==> config.mk <==
export PLATFORM = sky130hd
export DESIGN_NAME = time_bin_window_gate_flat
export DESIGN_NICKNAME = d
export VERILOG_FILES = /design/src/rtl/tbwg_pkg.sv /design/src/rtl/tbwg_in_if.sv /design/src/rtl/tbwg_out_if.sv /design/src/rtl/tbwg_front.sv /design/src/rtl/tbwg_queue.sv /design/src/rtl/tbwg_back.sv /design/src/rtl/time_bin_window_gate.sv /design/src/flat_wrapper.sv
export SDC_FILE = /design/constraint.sdc
export NUM_CORES = 2
export LEC_CHECK = 0
export BUFFER_PORTS_ARGS = -buffer_cell sky130_fd_sc_hd__buf_2
export CORE_AREA = 2 2 358 289
export DETAILED_ROUTE_END_ITERATION = 7
export DIE_AREA = 0 0 360 291
export PLACE_DENSITY = 0.74
export SLEW_MARGIN = 40
export SYNTH_ARGS = -nofsm -noshare
export SYNTH_HDL_FRONTEND = slang
export SYNTH_SLANG_ARGS = --single-unit
==> constraint.sdc <==
create_clock -name clk -period 30 [get_ports clk]
set_input_delay 6 -clock clk [delete_from_list [all_inputs] [get_ports clk]]
set_output_delay 6 -clock clk [all_outputs]
set_load 0.05 [all_outputs]
==> src/rtl/tbwg_pkg.sv <==
package tbwg_pkg;

    // Internal time resolution; ports stay at the full field width.
    localparam int TIME_BITS       = 64;
    localparam int FIELD_TIME_BITS = 64;
    localparam int WIDTH_BITS      = 63;
    localparam int CMD_BITS        = 2;
    localparam int CODE_BITS       = 3;
    localparam int CFG_INDEX_BITS  = 2;
    localparam int CFG_DATA_BITS   = 64;
    localparam int QUEUE_DEPTH     = 2;

    typedef logic signed [TIME_BITS-1:0]  time_t;
    typedef logic        [WIDTH_BITS-1:0] width_t;

    typedef enum logic [CMD_BITS-1:0] {
        OP_PHOTON  = 2'd0,
        OP_ADVANCE = 2'd1,
        OP_RESTART = 2'd2,
        OP_NONE    = 2'd3
    } op_t;

    typedef enum logic [CODE_BITS-1:0] {
        WC_NONE      = 3'd0,
        WC_ADVANCED  = 3'd1,
        WC_TRIMMED   = 3'd2,
        WC_EXCEEDED  = 3'd3,
        WC_RESTARTED = 3'd4
    } win_code_t;

    typedef enum logic [CODE_BITS-1:0] {
        V_NONE     = 3'd0,
        V_PASSED   = 3'd1,
        V_DROPPED  = 3'd2,
        V_HELD     = 3'd3,
        V_END      = 3'd4,
        V_REJECTED = 3'd5
    } verdict_t;

    typedef enum logic [CFG_INDEX_BITS-1:0] {
        REG_START_TIME  = 2'd0,
        REG_BIN_WIDTH   = 2'd1,
        REG_STOP_ENABLE = 2'd2,
        REG_STOP_TIME   = 2'd3
    } reg_index_t;

    typedef struct packed {
        op_t   op;
        time_t t;
    } item_t;

    typedef struct packed {
        time_t  win_start;
        width_t step_width;
        logic   stop_enable;
        time_t  stop_at;
    } cfg_t;

    // Sign-extend an internal time onto the port width.
    function automatic logic signed [FIELD_TIME_BITS-1:0] to_field(input time_t x);
        logic signed [FIELD_TIME_BITS-1:0] r;
        r = FIELD_TIME_BITS'(x);
        return r;
    endfunction

endpackage

==> src/rtl/tbwg_in_if.sv <==
interface tbwg_in_if;
    import tbwg_pkg::*;

    logic                              valid;
    logic                              ready;
    logic [CMD_BITS-1:0]               command;
    logic signed [FIELD_TIME_BITS-1:0] photon_time;

    modport source (output valid, output command, output photon_time, input ready);
    modport sink   (input valid, input command, input photon_time, output ready);
endinterface

==> src/rtl/tbwg_out_if.sv <==
interface tbwg_out_if;
    import tbwg_pkg::*;

    logic                              valid;
    logic                              ready;
    logic [CODE_BITS-1:0]              window_code;
    logic [CODE_BITS-1:0]              verdict;
    logic signed [FIELD_TIME_BITS-1:0] out_time;
    logic signed [FIELD_TIME_BITS-1:0] window_lower;
    logic signed [FIELD_TIME_BITS-1:0] window_upper;
    logic                              finished;

    modport source (output valid, output window_code, output verdict, output out_time,
                    output window_lower, output window_upper, output finished,
                    input ready);
    modport sink   (input valid, input window_code, input verdict, input out_time,
                    input window_lower, input window_upper, input finished,
                    output ready);
endinterface

==> src/rtl/tbwg_front.sv <==
module tbwg_front
    import tbwg_pkg::*;
(
    input  logic       clk,
    input  logic       rst_n,
    tbwg_in_if.sink    in_ch,
    output logic       push_valid,
    input  logic       push_ready,
    output item_t      push_item
);

    logic  valid_reg;
    item_t item_reg;
    item_t item_next;

    assign in_ch.ready = !valid_reg || push_ready;

    always_comb
    begin
        item_next.t = in_ch.photon_time[TIME_BITS-1:0];
        unique case (in_ch.command)
            OP_PHOTON:  item_next.op = OP_PHOTON;
            OP_ADVANCE: item_next.op = OP_ADVANCE;
            OP_RESTART: item_next.op = OP_RESTART;
            default:    item_next.op = OP_NONE;
        endcase
    end

    always_ff @(posedge clk or negedge rst_n)
    begin
        if (!rst_n)
        begin
            valid_reg <= 1'b0;
        end
        else if (in_ch.ready)
        begin
            valid_reg <= in_ch.valid;
        end
    end

    always_ff @(posedge clk)
    begin
        if (in_ch.ready && in_ch.valid)
        begin
            item_reg <= item_next;
        end
    end

    assign push_valid = valid_reg;
    assign push_item  = item_reg;

endmodule

==> src/rtl/tbwg_queue.sv <==
module tbwg_queue
    import tbwg_pkg::*;
(
    input  logic  clk,
    input  logic  rst_n,
    input  logic  wr_valid,
    output logic  wr_ready,
    input  item_t wr_item,
    output logic  rd_valid,
    input  logic  rd_ready,
    output item_t rd_item
);

    localparam int PTR_BITS   = (QUEUE_DEPTH > 1) ? $clog2(QUEUE_DEPTH) : 1;
    localparam int COUNT_BITS = $clog2(QUEUE_DEPTH + 1);
    localparam logic [COUNT_BITS-1:0] FULL_COUNT = COUNT_BITS'(QUEUE_DEPTH);
    localparam logic [PTR_BITS-1:0]   LAST_PTR   = PTR_BITS'(QUEUE_DEPTH - 1);

    item_t                 mem_reg [QUEUE_DEPTH];
    logic [PTR_BITS-1:0]   wr_ptr_reg;
    logic [PTR_BITS-1:0]   rd_ptr_reg;
    logic [COUNT_BITS-1:0] count_reg;
    logic                  push;
    logic                  pop;

    assign wr_ready = (count_reg != FULL_COUNT);
    assign rd_valid = (count_reg != '0);
    assign rd_item  = mem_reg[rd_ptr_reg];
    assign push     = wr_valid && wr_ready;
    assign pop      = rd_valid && rd_ready;

    always_ff @(posedge clk or negedge rst_n)
    begin
        if (!rst_n)
        begin
            wr_ptr_reg <= '0;
            rd_ptr_reg <= '0;
            count_reg  <= '0;
        end
        else
        begin
            if (push)
            begin
                wr_ptr_reg <= (wr_ptr_reg == LAST_PTR) ? '0 : wr_ptr_reg + 1'b1;
            end
            if (pop)
            begin
                rd_ptr_reg <= (rd_ptr_reg == LAST_PTR) ? '0 : rd_ptr_reg + 1'b1;
            end
            if (push && !pop)
            begin
                count_reg <= count_reg + 1'b1;
            end
            else if (pop && !push)
            begin
                count_reg <= count_reg - 1'b1;
            end
        end
    end

    always_ff @(posedge clk)
    begin
        if (push)
        begin
            mem_reg[wr_ptr_reg] <= wr_item;
        end
    end

endmodule

==> src/rtl/tbwg_back.sv <==
module tbwg_back
    import tbwg_pkg::*;
(
    input  logic      clk,
    input  logic      rst_n,
    input  cfg_t      cfg,
    input  logic      q_valid,
    output logic      q_ready,
    input  item_t     q_item,
    tbwg_out_if.source out_ch
);

    localparam int SUM_BITS = ((TIME_BITS > WIDTH_BITS) ? TIME_BITS : WIDTH_BITS) + 2;
    localparam logic signed [SUM_BITS-1:0] TMAX_SUM =
        (SUM_BITS'(1) <<< (TIME_BITS - 1)) - SUM_BITS'(1);

    // a + w, saturated at the largest representable time
    function automatic time_t sat_add(input time_t a, input width_t w);
        logic signed [SUM_BITS-1:0] sum;
        sum = $signed(SUM_BITS'(a)) + $signed(SUM_BITS'(w));
        if (sum > TMAX_SUM)
            return TIME_BITS'(TMAX_SUM);
        return sum[TIME_BITS-1:0];
    endfunction

    function automatic verdict_t classify(input time_t t, input time_t lo, input time_t hi,
                                          input logic stop_en, input time_t stop);
        if (lo <= t && t < hi)
            return V_PASSED;
        if (lo > t)
            return V_DROPPED;
        if (stop_en && t >= stop)
            return V_END;
        return V_HELD;
    endfunction

    time_t     lower_reg, lower_next;
    time_t     upper_reg, upper_next;
    time_t     held_reg, held_next;
    logic      holding_reg, holding_next;
    logic      done_reg, done_next;

    logic      out_valid_reg;
    win_code_t out_code_reg;
    verdict_t  out_verdict_reg;
    time_t     out_time_reg;
    time_t     out_lower_reg;
    time_t     out_upper_reg;
    logic      out_done_reg;

    win_code_t wc;
    verdict_t  vd;
    time_t     otime;
    time_t     adv_lo, adv_hi, rst_hi;
    time_t     cls_t, cls_lo, cls_hi;
    logic      do_cls;
    logic      pop;

    assign q_ready = !out_valid_reg || out_ch.ready;
    assign pop     = q_valid && q_ready;

    assign adv_lo = sat_add(lower_reg, cfg.step_width);
    assign adv_hi = sat_add(upper_reg, cfg.step_width);
    assign rst_hi = sat_add(cfg.win_start, cfg.step_width);

    always_comb
    begin
        lower_next   = lower_reg;
        upper_next   = upper_reg;
        held_next    = held_reg;
        holding_next = holding_reg;
        done_next    = done_reg;
        wc           = WC_NONE;
        vd           = V_NONE;
        otime        = '0;
        cls_t        = q_item.t;
        cls_lo       = lower_reg;
        cls_hi       = upper_reg;
        do_cls       = 1'b0;

        unique case (q_item.op)
            OP_PHOTON:
            begin
                otime = q_item.t;
                if (holding_reg)
                    vd = V_REJECTED;
                else if (done_reg)
                    vd = V_END;
                else
                    do_cls = 1'b1;
            end
            OP_ADVANCE:
            begin
                if (!done_reg)
                begin
                    lower_next = adv_lo;
                    upper_next = adv_hi;
                    wc         = WC_ADVANCED;
                    if (cfg.stop_enable && adv_hi > cfg.stop_at)
                    begin
                        if (adv_lo < cfg.stop_at)
                        begin
                            upper_next = cfg.stop_at;
                            wc         = WC_TRIMMED;
                        end
                        else
                        begin
                            wc           = WC_EXCEEDED;
                            done_next    = 1'b1;
                            holding_next = 1'b0;
                        end
                    end
                    // held photon gets another look at the new window
                    if (holding_next)
                    begin
                        otime  = held_reg;
                        cls_t  = held_reg;
                        cls_lo = lower_next;
                        cls_hi = upper_next;
                        do_cls = 1'b1;
                    end
                end
            end
            OP_RESTART:
            begin
                lower_next = cfg.win_start;
                upper_next = rst_hi;
                if (cfg.stop_enable && rst_hi > cfg.stop_at)
                    upper_next = cfg.stop_at;
                holding_next = 1'b0;
                done_next    = 1'b0;
                wc           = WC_RESTARTED;
            end
            OP_NONE:
            begin
            end
        endcase

        if (do_cls)
        begin
            vd = classify(cls_t, cls_lo, cls_hi, cfg.stop_enable, cfg.stop_at);
            case (vd) inside
                V_PASSED, V_DROPPED:
                    holding_next = 1'b0;
                V_END:
                begin
                    holding_next = 1'b0;
                    done_next    = 1'b1;
                end
                V_HELD:
                begin
                    holding_next = 1'b1;
                    held_next    = cls_t;
                end
                default:
                begin
                end
            endcase
        end
    end

    always_ff @(posedge clk or negedge rst_n)
    begin
        if (!rst_n)
        begin
            lower_reg     <= '0;
            upper_reg     <= '0;
            held_reg      <= '0;
            holding_reg   <= 1'b0;
            done_reg      <= 1'b0;
            out_valid_reg <= 1'b0;
        end
        else
        begin
            if (pop)
            begin
                lower_reg   <= lower_next;
                upper_reg   <= upper_next;
                held_reg    <= held_next;
                holding_reg <= holding_next;
                done_reg    <= done_next;
            end
            if (pop)
                out_valid_reg <= 1'b1;
            else if (out_ch.ready)
                out_valid_reg <= 1'b0;
        end
    end

    always_ff @(posedge clk)
    begin
        if (pop)
        begin
            out_code_reg    <= wc;
            out_verdict_reg <= vd;
            out_time_reg    <= otime;
            out_lower_reg   <= lower_next;
            out_upper_reg   <= upper_next;
            out_done_reg    <= done_next;
        end
    end

    assign out_ch.valid        = out_valid_reg;
    assign out_ch.window_code  = out_code_reg;
    assign out_ch.verdict      = out_verdict_reg;
    assign out_ch.out_time     = to_field(out_time_reg);
    assign out_ch.window_lower = to_field(out_lower_reg);
    assign out_ch.window_upper = to_field(out_upper_reg);
    assign out_ch.finished     = out_done_reg;

    // a held photon and the finished flag exclude each other
    a_hold_vs_done: assert property (@(posedge clk) disable iff (!rst_n)
        !(holding_reg && done_reg))
        else $error("holding and finished both set");

    a_reject: assert property (@(posedge clk) disable iff (!rst_n)
        (pop && q_item.op == OP_PHOTON && holding_reg)
        |=> (out_verdict_reg == V_REJECTED && holding_reg && $stable(held_reg)))
        else $error("photon during hold not rejected cleanly");

    a_adv_done: assert property (@(posedge clk) disable iff (!rst_n)
        (pop && q_item.op == OP_ADVANCE && done_reg)
        |=> (out_code_reg == WC_NONE && $stable(lower_reg) && $stable(upper_reg)))
        else $error("advance after finish moved the window");

    a_exceed: assert property (@(posedge clk) disable iff (!rst_n)
        (out_valid_reg && out_code_reg == WC_EXCEEDED)
        |-> (out_done_reg && out_verdict_reg == V_NONE))
        else $error("exceeded result without finish");

endmodule

==> src/rtl/time_bin_window_gate.sv <==
// Time-bin window gate.
// in_ch  : command beats (photon, advance, restart) with the photon time.
// out_ch : exactly one result beat per command beat, in order: window code,
//          verdict, photon time the verdict refers to, window bounds after the
//          command, and the finished flag.
// cfg_*  : register writes (start time, bin width, stop enable, stop time),
//          done while no command is in flight.
// Path: a beat accepted on in_ch passes the front register, then the queue,
// then the result register of the back end, before it shows up on out_ch.
// Throughput: one beat per cycle while out_ch.ready stays high, set by the window
// update in the back end (saturating add, stop compare, reclassification of a
// held photon).
// A stalled receiver holds the result register; the two-entry queue and the
// front register keep taking beats until they fill, then in_ch.ready drops.
// Reset clears the control and configuration registers, the window to [0,0) and all pending beats.
module time_bin_window_gate
    import tbwg_pkg::*;
(
    input  logic                      clk,
    input  logic                      rst_n,
    tbwg_in_if.sink                   in_ch,
    tbwg_out_if.source                out_ch,
    input  logic                      cfg_we,
    input  logic [CFG_INDEX_BITS-1:0] cfg_index,
    input  logic [CFG_DATA_BITS-1:0]  cfg_data
);

    cfg_t  cfg_reg;
    logic  push_valid;
    logic  push_ready;
    item_t push_item;
    logic  q_valid;
    logic  q_ready;
    item_t q_item;

    // configuration registers; times keep their low TIME_BITS bits
    always_ff @(posedge clk or negedge rst_n)
    begin
        if (!rst_n)
        begin
            cfg_reg <= '0;
        end
        else if (cfg_we)
        begin
            unique case (cfg_index)
                REG_START_TIME:  cfg_reg.win_start   <= cfg_data[TIME_BITS-1:0];
                REG_BIN_WIDTH:   cfg_reg.step_width  <= cfg_data[WIDTH_BITS-1:0];
                REG_STOP_ENABLE: cfg_reg.stop_enable <= cfg_data[0];
                REG_STOP_TIME:   cfg_reg.stop_at     <= cfg_data[TIME_BITS-1:0];
                default:
                begin
                end
            endcase
        end
    end

    // front: take the beat, decode the command
    tbwg_front u_front (
        .clk        (clk),
        .rst_n      (rst_n),
        .in_ch      (in_ch),
        .push_valid (push_valid),
        .push_ready (push_ready),
        .push_item  (push_item)
    );

    // decoupling queue between front and back
    tbwg_queue u_queue (
        .clk      (clk),
        .rst_n    (rst_n),
        .wr_valid (push_valid),
        .wr_ready (push_ready),
        .wr_item  (push_item),
        .rd_valid (q_valid),
        .rd_ready (q_ready),
        .rd_item  (q_item)
    );

    // back: window state, classification, result register
    tbwg_back u_back (
        .clk     (clk),
        .rst_n   (rst_n),
        .cfg     (cfg_reg),
        .q_valid (q_valid),
        .q_ready (q_ready),
        .q_item  (q_item),
        .out_ch  (out_ch)
    );

endmodule
==> src/flat_wrapper.sv <==
// flat-port wrapper written by rule: the top's interface ports become plain ports
module time_bin_window_gate_flat import tbwg_pkg::*;
  (clk, rst_n, cfg_we, cfg_index, cfg_data, in_ch_valid, in_ch_command, in_ch_photon_time, in_ch_ready, out_ch_valid, out_ch_window_code, out_ch_verdict, out_ch_out_time, out_ch_window_lower, out_ch_window_upper, out_ch_finished, out_ch_ready);
  tbwg_in_if in_ch_i ();
  tbwg_out_if out_ch_i ();
  input  logic clk;
  input  logic rst_n;
  input  logic cfg_we;
  input  logic [CFG_INDEX_BITS-1:0] cfg_index;
  input  logic [CFG_DATA_BITS-1:0] cfg_data;
  input wire logic [$bits(in_ch_i.valid)-1:0] in_ch_valid;
  input wire logic [$bits(in_ch_i.command)-1:0] in_ch_command;
  input wire logic [$bits(in_ch_i.photon_time)-1:0] in_ch_photon_time;
  output wire logic [$bits(in_ch_i.ready)-1:0] in_ch_ready;
  output wire logic [$bits(out_ch_i.valid)-1:0] out_ch_valid;
  output wire logic [$bits(out_ch_i.window_code)-1:0] out_ch_window_code;
  output wire logic [$bits(out_ch_i.verdict)-1:0] out_ch_verdict;
  output wire logic [$bits(out_ch_i.out_time)-1:0] out_ch_out_time;
  output wire logic [$bits(out_ch_i.window_lower)-1:0] out_ch_window_lower;
  output wire logic [$bits(out_ch_i.window_upper)-1:0] out_ch_window_upper;
  output wire logic [$bits(out_ch_i.finished)-1:0] out_ch_finished;
  input wire logic [$bits(out_ch_i.ready)-1:0] out_ch_ready;
  assign in_ch_i.valid = in_ch_valid;
  assign in_ch_i.command = in_ch_command;
  assign in_ch_i.photon_time = in_ch_photon_time;
  assign in_ch_ready = in_ch_i.ready;
  assign out_ch_valid = out_ch_i.valid;
  assign out_ch_window_code = out_ch_i.window_code;
  assign out_ch_verdict = out_ch_i.verdict;
  assign out_ch_out_time = out_ch_i.out_time;
  assign out_ch_window_lower = out_ch_i.window_lower;
  assign out_ch_window_upper = out_ch_i.window_upper;
  assign out_ch_finished = out_ch_i.finished;
  assign out_ch_i.ready = out_ch_ready;
  time_bin_window_gate u_core (.clk(clk), .rst_n(rst_n), .in_ch(in_ch_i), .out_ch(out_ch_i), .cfg_we(cfg_we), .cfg_index(cfg_index), .cfg_data(cfg_data));
endmodule
==> results.md <==
- Status: finished, final reports clean
- Fill cell instance count of the final layout: approximately 8600
- Total Routed Length: between 200000 and 250000 um
- Synth Register Bits: around 790
- Post-CTS Hold Fix Bufs: 0
- Maximum level of the CTS H-tree: 3
- Achievable Freq: 64.6 MHz
- Fraction of layout cells with a size suffix above 1: 16.3%
- CORE AREA: around 0.10 mm2
- Critical Path RT: between 30000 and 40000 ps
- Finish-stage setup viols: 0
- Number of distinct library cells after synthesis: 94
- Grt ovf: 0
- Maximum number of pins on one net before global-route repair: roughly 110
- Time the worst path needs with I/O delays and setup: between 15000 and 20000 ps
- Hold Crit Class: reg2reg
- Post-detailed-route wirelength per cell: around 31 um
- Die Span X: 360 um
- Slew of the pin with the lowest slew margin: 923 ps
- CTS sink count: a little under 800
- Final worst-path setup slack: about 15000 ps
- Mean Syn Cell Area: 9.81 um2
- RSZ-0062 raised after global routing: no
- Post-detailed-route via-to-cell ratio: roughly 6.7
- EDFF count, synth: slightly below 400
- Initial Utilization: 54.5%
- Buffers from clock root to sink, at most: 3
- Commonest cells in the netlist: nand2_1 (651), ha_1 (574), a21oi_1 (429)
- Die area: around 0.10 mm2
- Total half-perimeter wirelength after legalization and detailed placement: 174000 um
- CP Capture Type: flip-flop
- TritonCTS clock tree: built
- Cts repair resizes: 0
- Setup TNS after final layout: 0 ps
- Library cell used as clock root buffer: clkbuf_16
- Critical path's slowest cell: o311ai_0
- Sequential cell area: ~0.022 mm2
- Setup Buffers After CTS: 0
- Top-count cell post-synth: nand2_1
- CP Max Fanout: ~110
- Share of the core filled with cells in the final layout: between 60 and 70%
- Synth Warn #: 0
- Yosys top cell by area: edfxtp_1
- Worst hold slack after final layout: roughly 440 ps
- Most used flip-flop cell after synthesis: edfxtp_1
- Kind of start point of the critical path: flip-flop
- Synth top area cells: edfxtp_1 (22%), dfrtp_1 (18%), ha_1 (13%)
- Placer's final routability congestion estimate: approximately 1.1
- DRC violation total after the first TritonRoute iteration: ~6000
- Synthesized netlist net count: 6358
- Insertion delay of the later-clocked pin in the worst-skew pair: between 700 and 800 ps
- Sequential-to-total area share from yosys stat: between 30% and 40%
- Count of antenna-violating nets left after detailed routing: 0
- Chip height: roughly 290 um
- Final period util: roughly half
- Number of vias after detailed routing: 48500
- Worst clock skew on the final layout: approximately 25 ps
- DRC violations left: 0
- Setup slack at placement: 15220 ps
- Number of antenna violations at the first check in global routing: 8
- # Max-Cap Violations: 0
- Pins Over Slew Limit: 0
- Syn-to-layout area delta: 10.9%
- Floorplan row count: approximately 110
- Global-route wire length before repair: roughly 320000 um
- Total clock buffers created by CTS: 84
- Number of buffers inserted by port buffering: about 340
- Number of global-route vias before repair: roughly 46000
- Hold Path Origin: u_core.u_front.push_item[45]
- Final net count: between 6000 and 7000
- TritonRoute pass-1 iters: 8
- Total track usage: between 40% and 50%
- Clock-pin transition on the worst setup and hold timing paths: about 70 ps
- Synth Instances: between 5000 and 6000
- Worst slew slack as a fraction of its limit: a little under two fifths
- Cell Area, Synth: 0.0554 mm2
- Start point of the critical path: u_core.u_back.lower_reg[0]
- Kind of critical path: reg2reg
- Arrival @ worst endpoint: ~16000 ps
- Critical Path Max Stage Delay: 760 ps
- Number of top-level pins: around 340
- Fraction of post-synthesis cell area in the top cell type by area: a little over a fifth
- Number of flip-flops under the largest register name: between 150 and 200
- Worst reg2reg startpoint: u_core.u_back.lower_reg[0]
- Proportion of synthesized flip-flops having asynchronous set or reset: approximately half
- Final hold violation count: 0
- Combined area of the multi-input logic cells: between 0.03 and 0.04 mm2
## path summary, 6_finish.rpt
path                                                 end  slack, ps  cells past startpoint
hold / removal             u_core.u_queue.mem_reg[1][45]        440                      0
min in group asynchronous      u_core.u_queue.rd_ptr_reg       5260                      1
hold reg to reg            u_core.u_queue.mem_reg[1][45]        440                      0
setup reg to reg              u_core.u_back.held_reg[63]      14520                     46
setup / recovery              u_core.u_back.held_reg[63]      14520                     46
max in group asynchronous    u_core.u_back.lower_reg[14]      22850                      3
## worst max-delay path, delay by kind of cell (launching register included)
family,cells,cell delay [ps]
compound gates,18,5940
simple gates,13,3870
buf+inv,7,2310
mux,3,1290
fa+ha+maj,4,1230
flops,1,410
xor+xnor,1,90
## cells by family (layout without fill, tap and decap cells)
group | after synthesis | count (layout) | share of synthesized area (%)
other | 0 | 3 | 0
xor gates and xnor gates | 180 | 180 | 2.85
adders and majority gates | 577 | 577 | 13.1
DFF | 789 | 789 | 39.2
muxes | 491 | 491 | 10.0
AOI/OAI and AO/OA | 1609 | 1609 | 19.0
and+or+nand+nor | 1467 | 1467 | 12.0
buffers and inverters | 531 | 822 | 3.79
## final cells by class
class / instances / share of cell area (%)
antenna: 3 / 0.0122
sequential: 789 / 35.4
multi-input combinational: 4324 / 51.8
timing repair buffer: 409 / 3.81
clock inverter: 47 / 0.856
tap: 1337 / 2.72
clock buffer: 108 / 3.79
inverter: 258 / 1.59
## layer usage
metal	routed length [um]	global-route usage [%]
met4	18300	28.3
met5	32	0
met2	97700	64.0
met1	90100	54.9
met3	19200	7.74
## through the flow
stage          instances  area (um2)
5_1_grt             7273       61400
6_report            7275       61400
2_1_floorplan       5644       55400
3_3_place_gp        7112       58300
4_1_cts             7271       61400
3_5_place_dp        7116       58500
## cells in the final DEF, fill, tap and decap left out, types with 135 or more instances in the layout
| master | instances |
|---|---|
| dfrtp_1 | 391 |
| buf_2 | 336 |
| mux2_2 | 304 |
| nor2_1 | 314 |
| a21o_1 | 135 |
| ha_1 | 572 |
| a22o_1 | 158 |
| edfxtp_1 | 397 |
| a21oi_1 | 428 |
| o21ai_0 | 355 |
| inv_1 | 257 |
| nand2_1 | 646 |
Power is left out: the tool's default activity adds up to more than one toggle a clock period on the data nets, which glitch-free logic cannot reach.
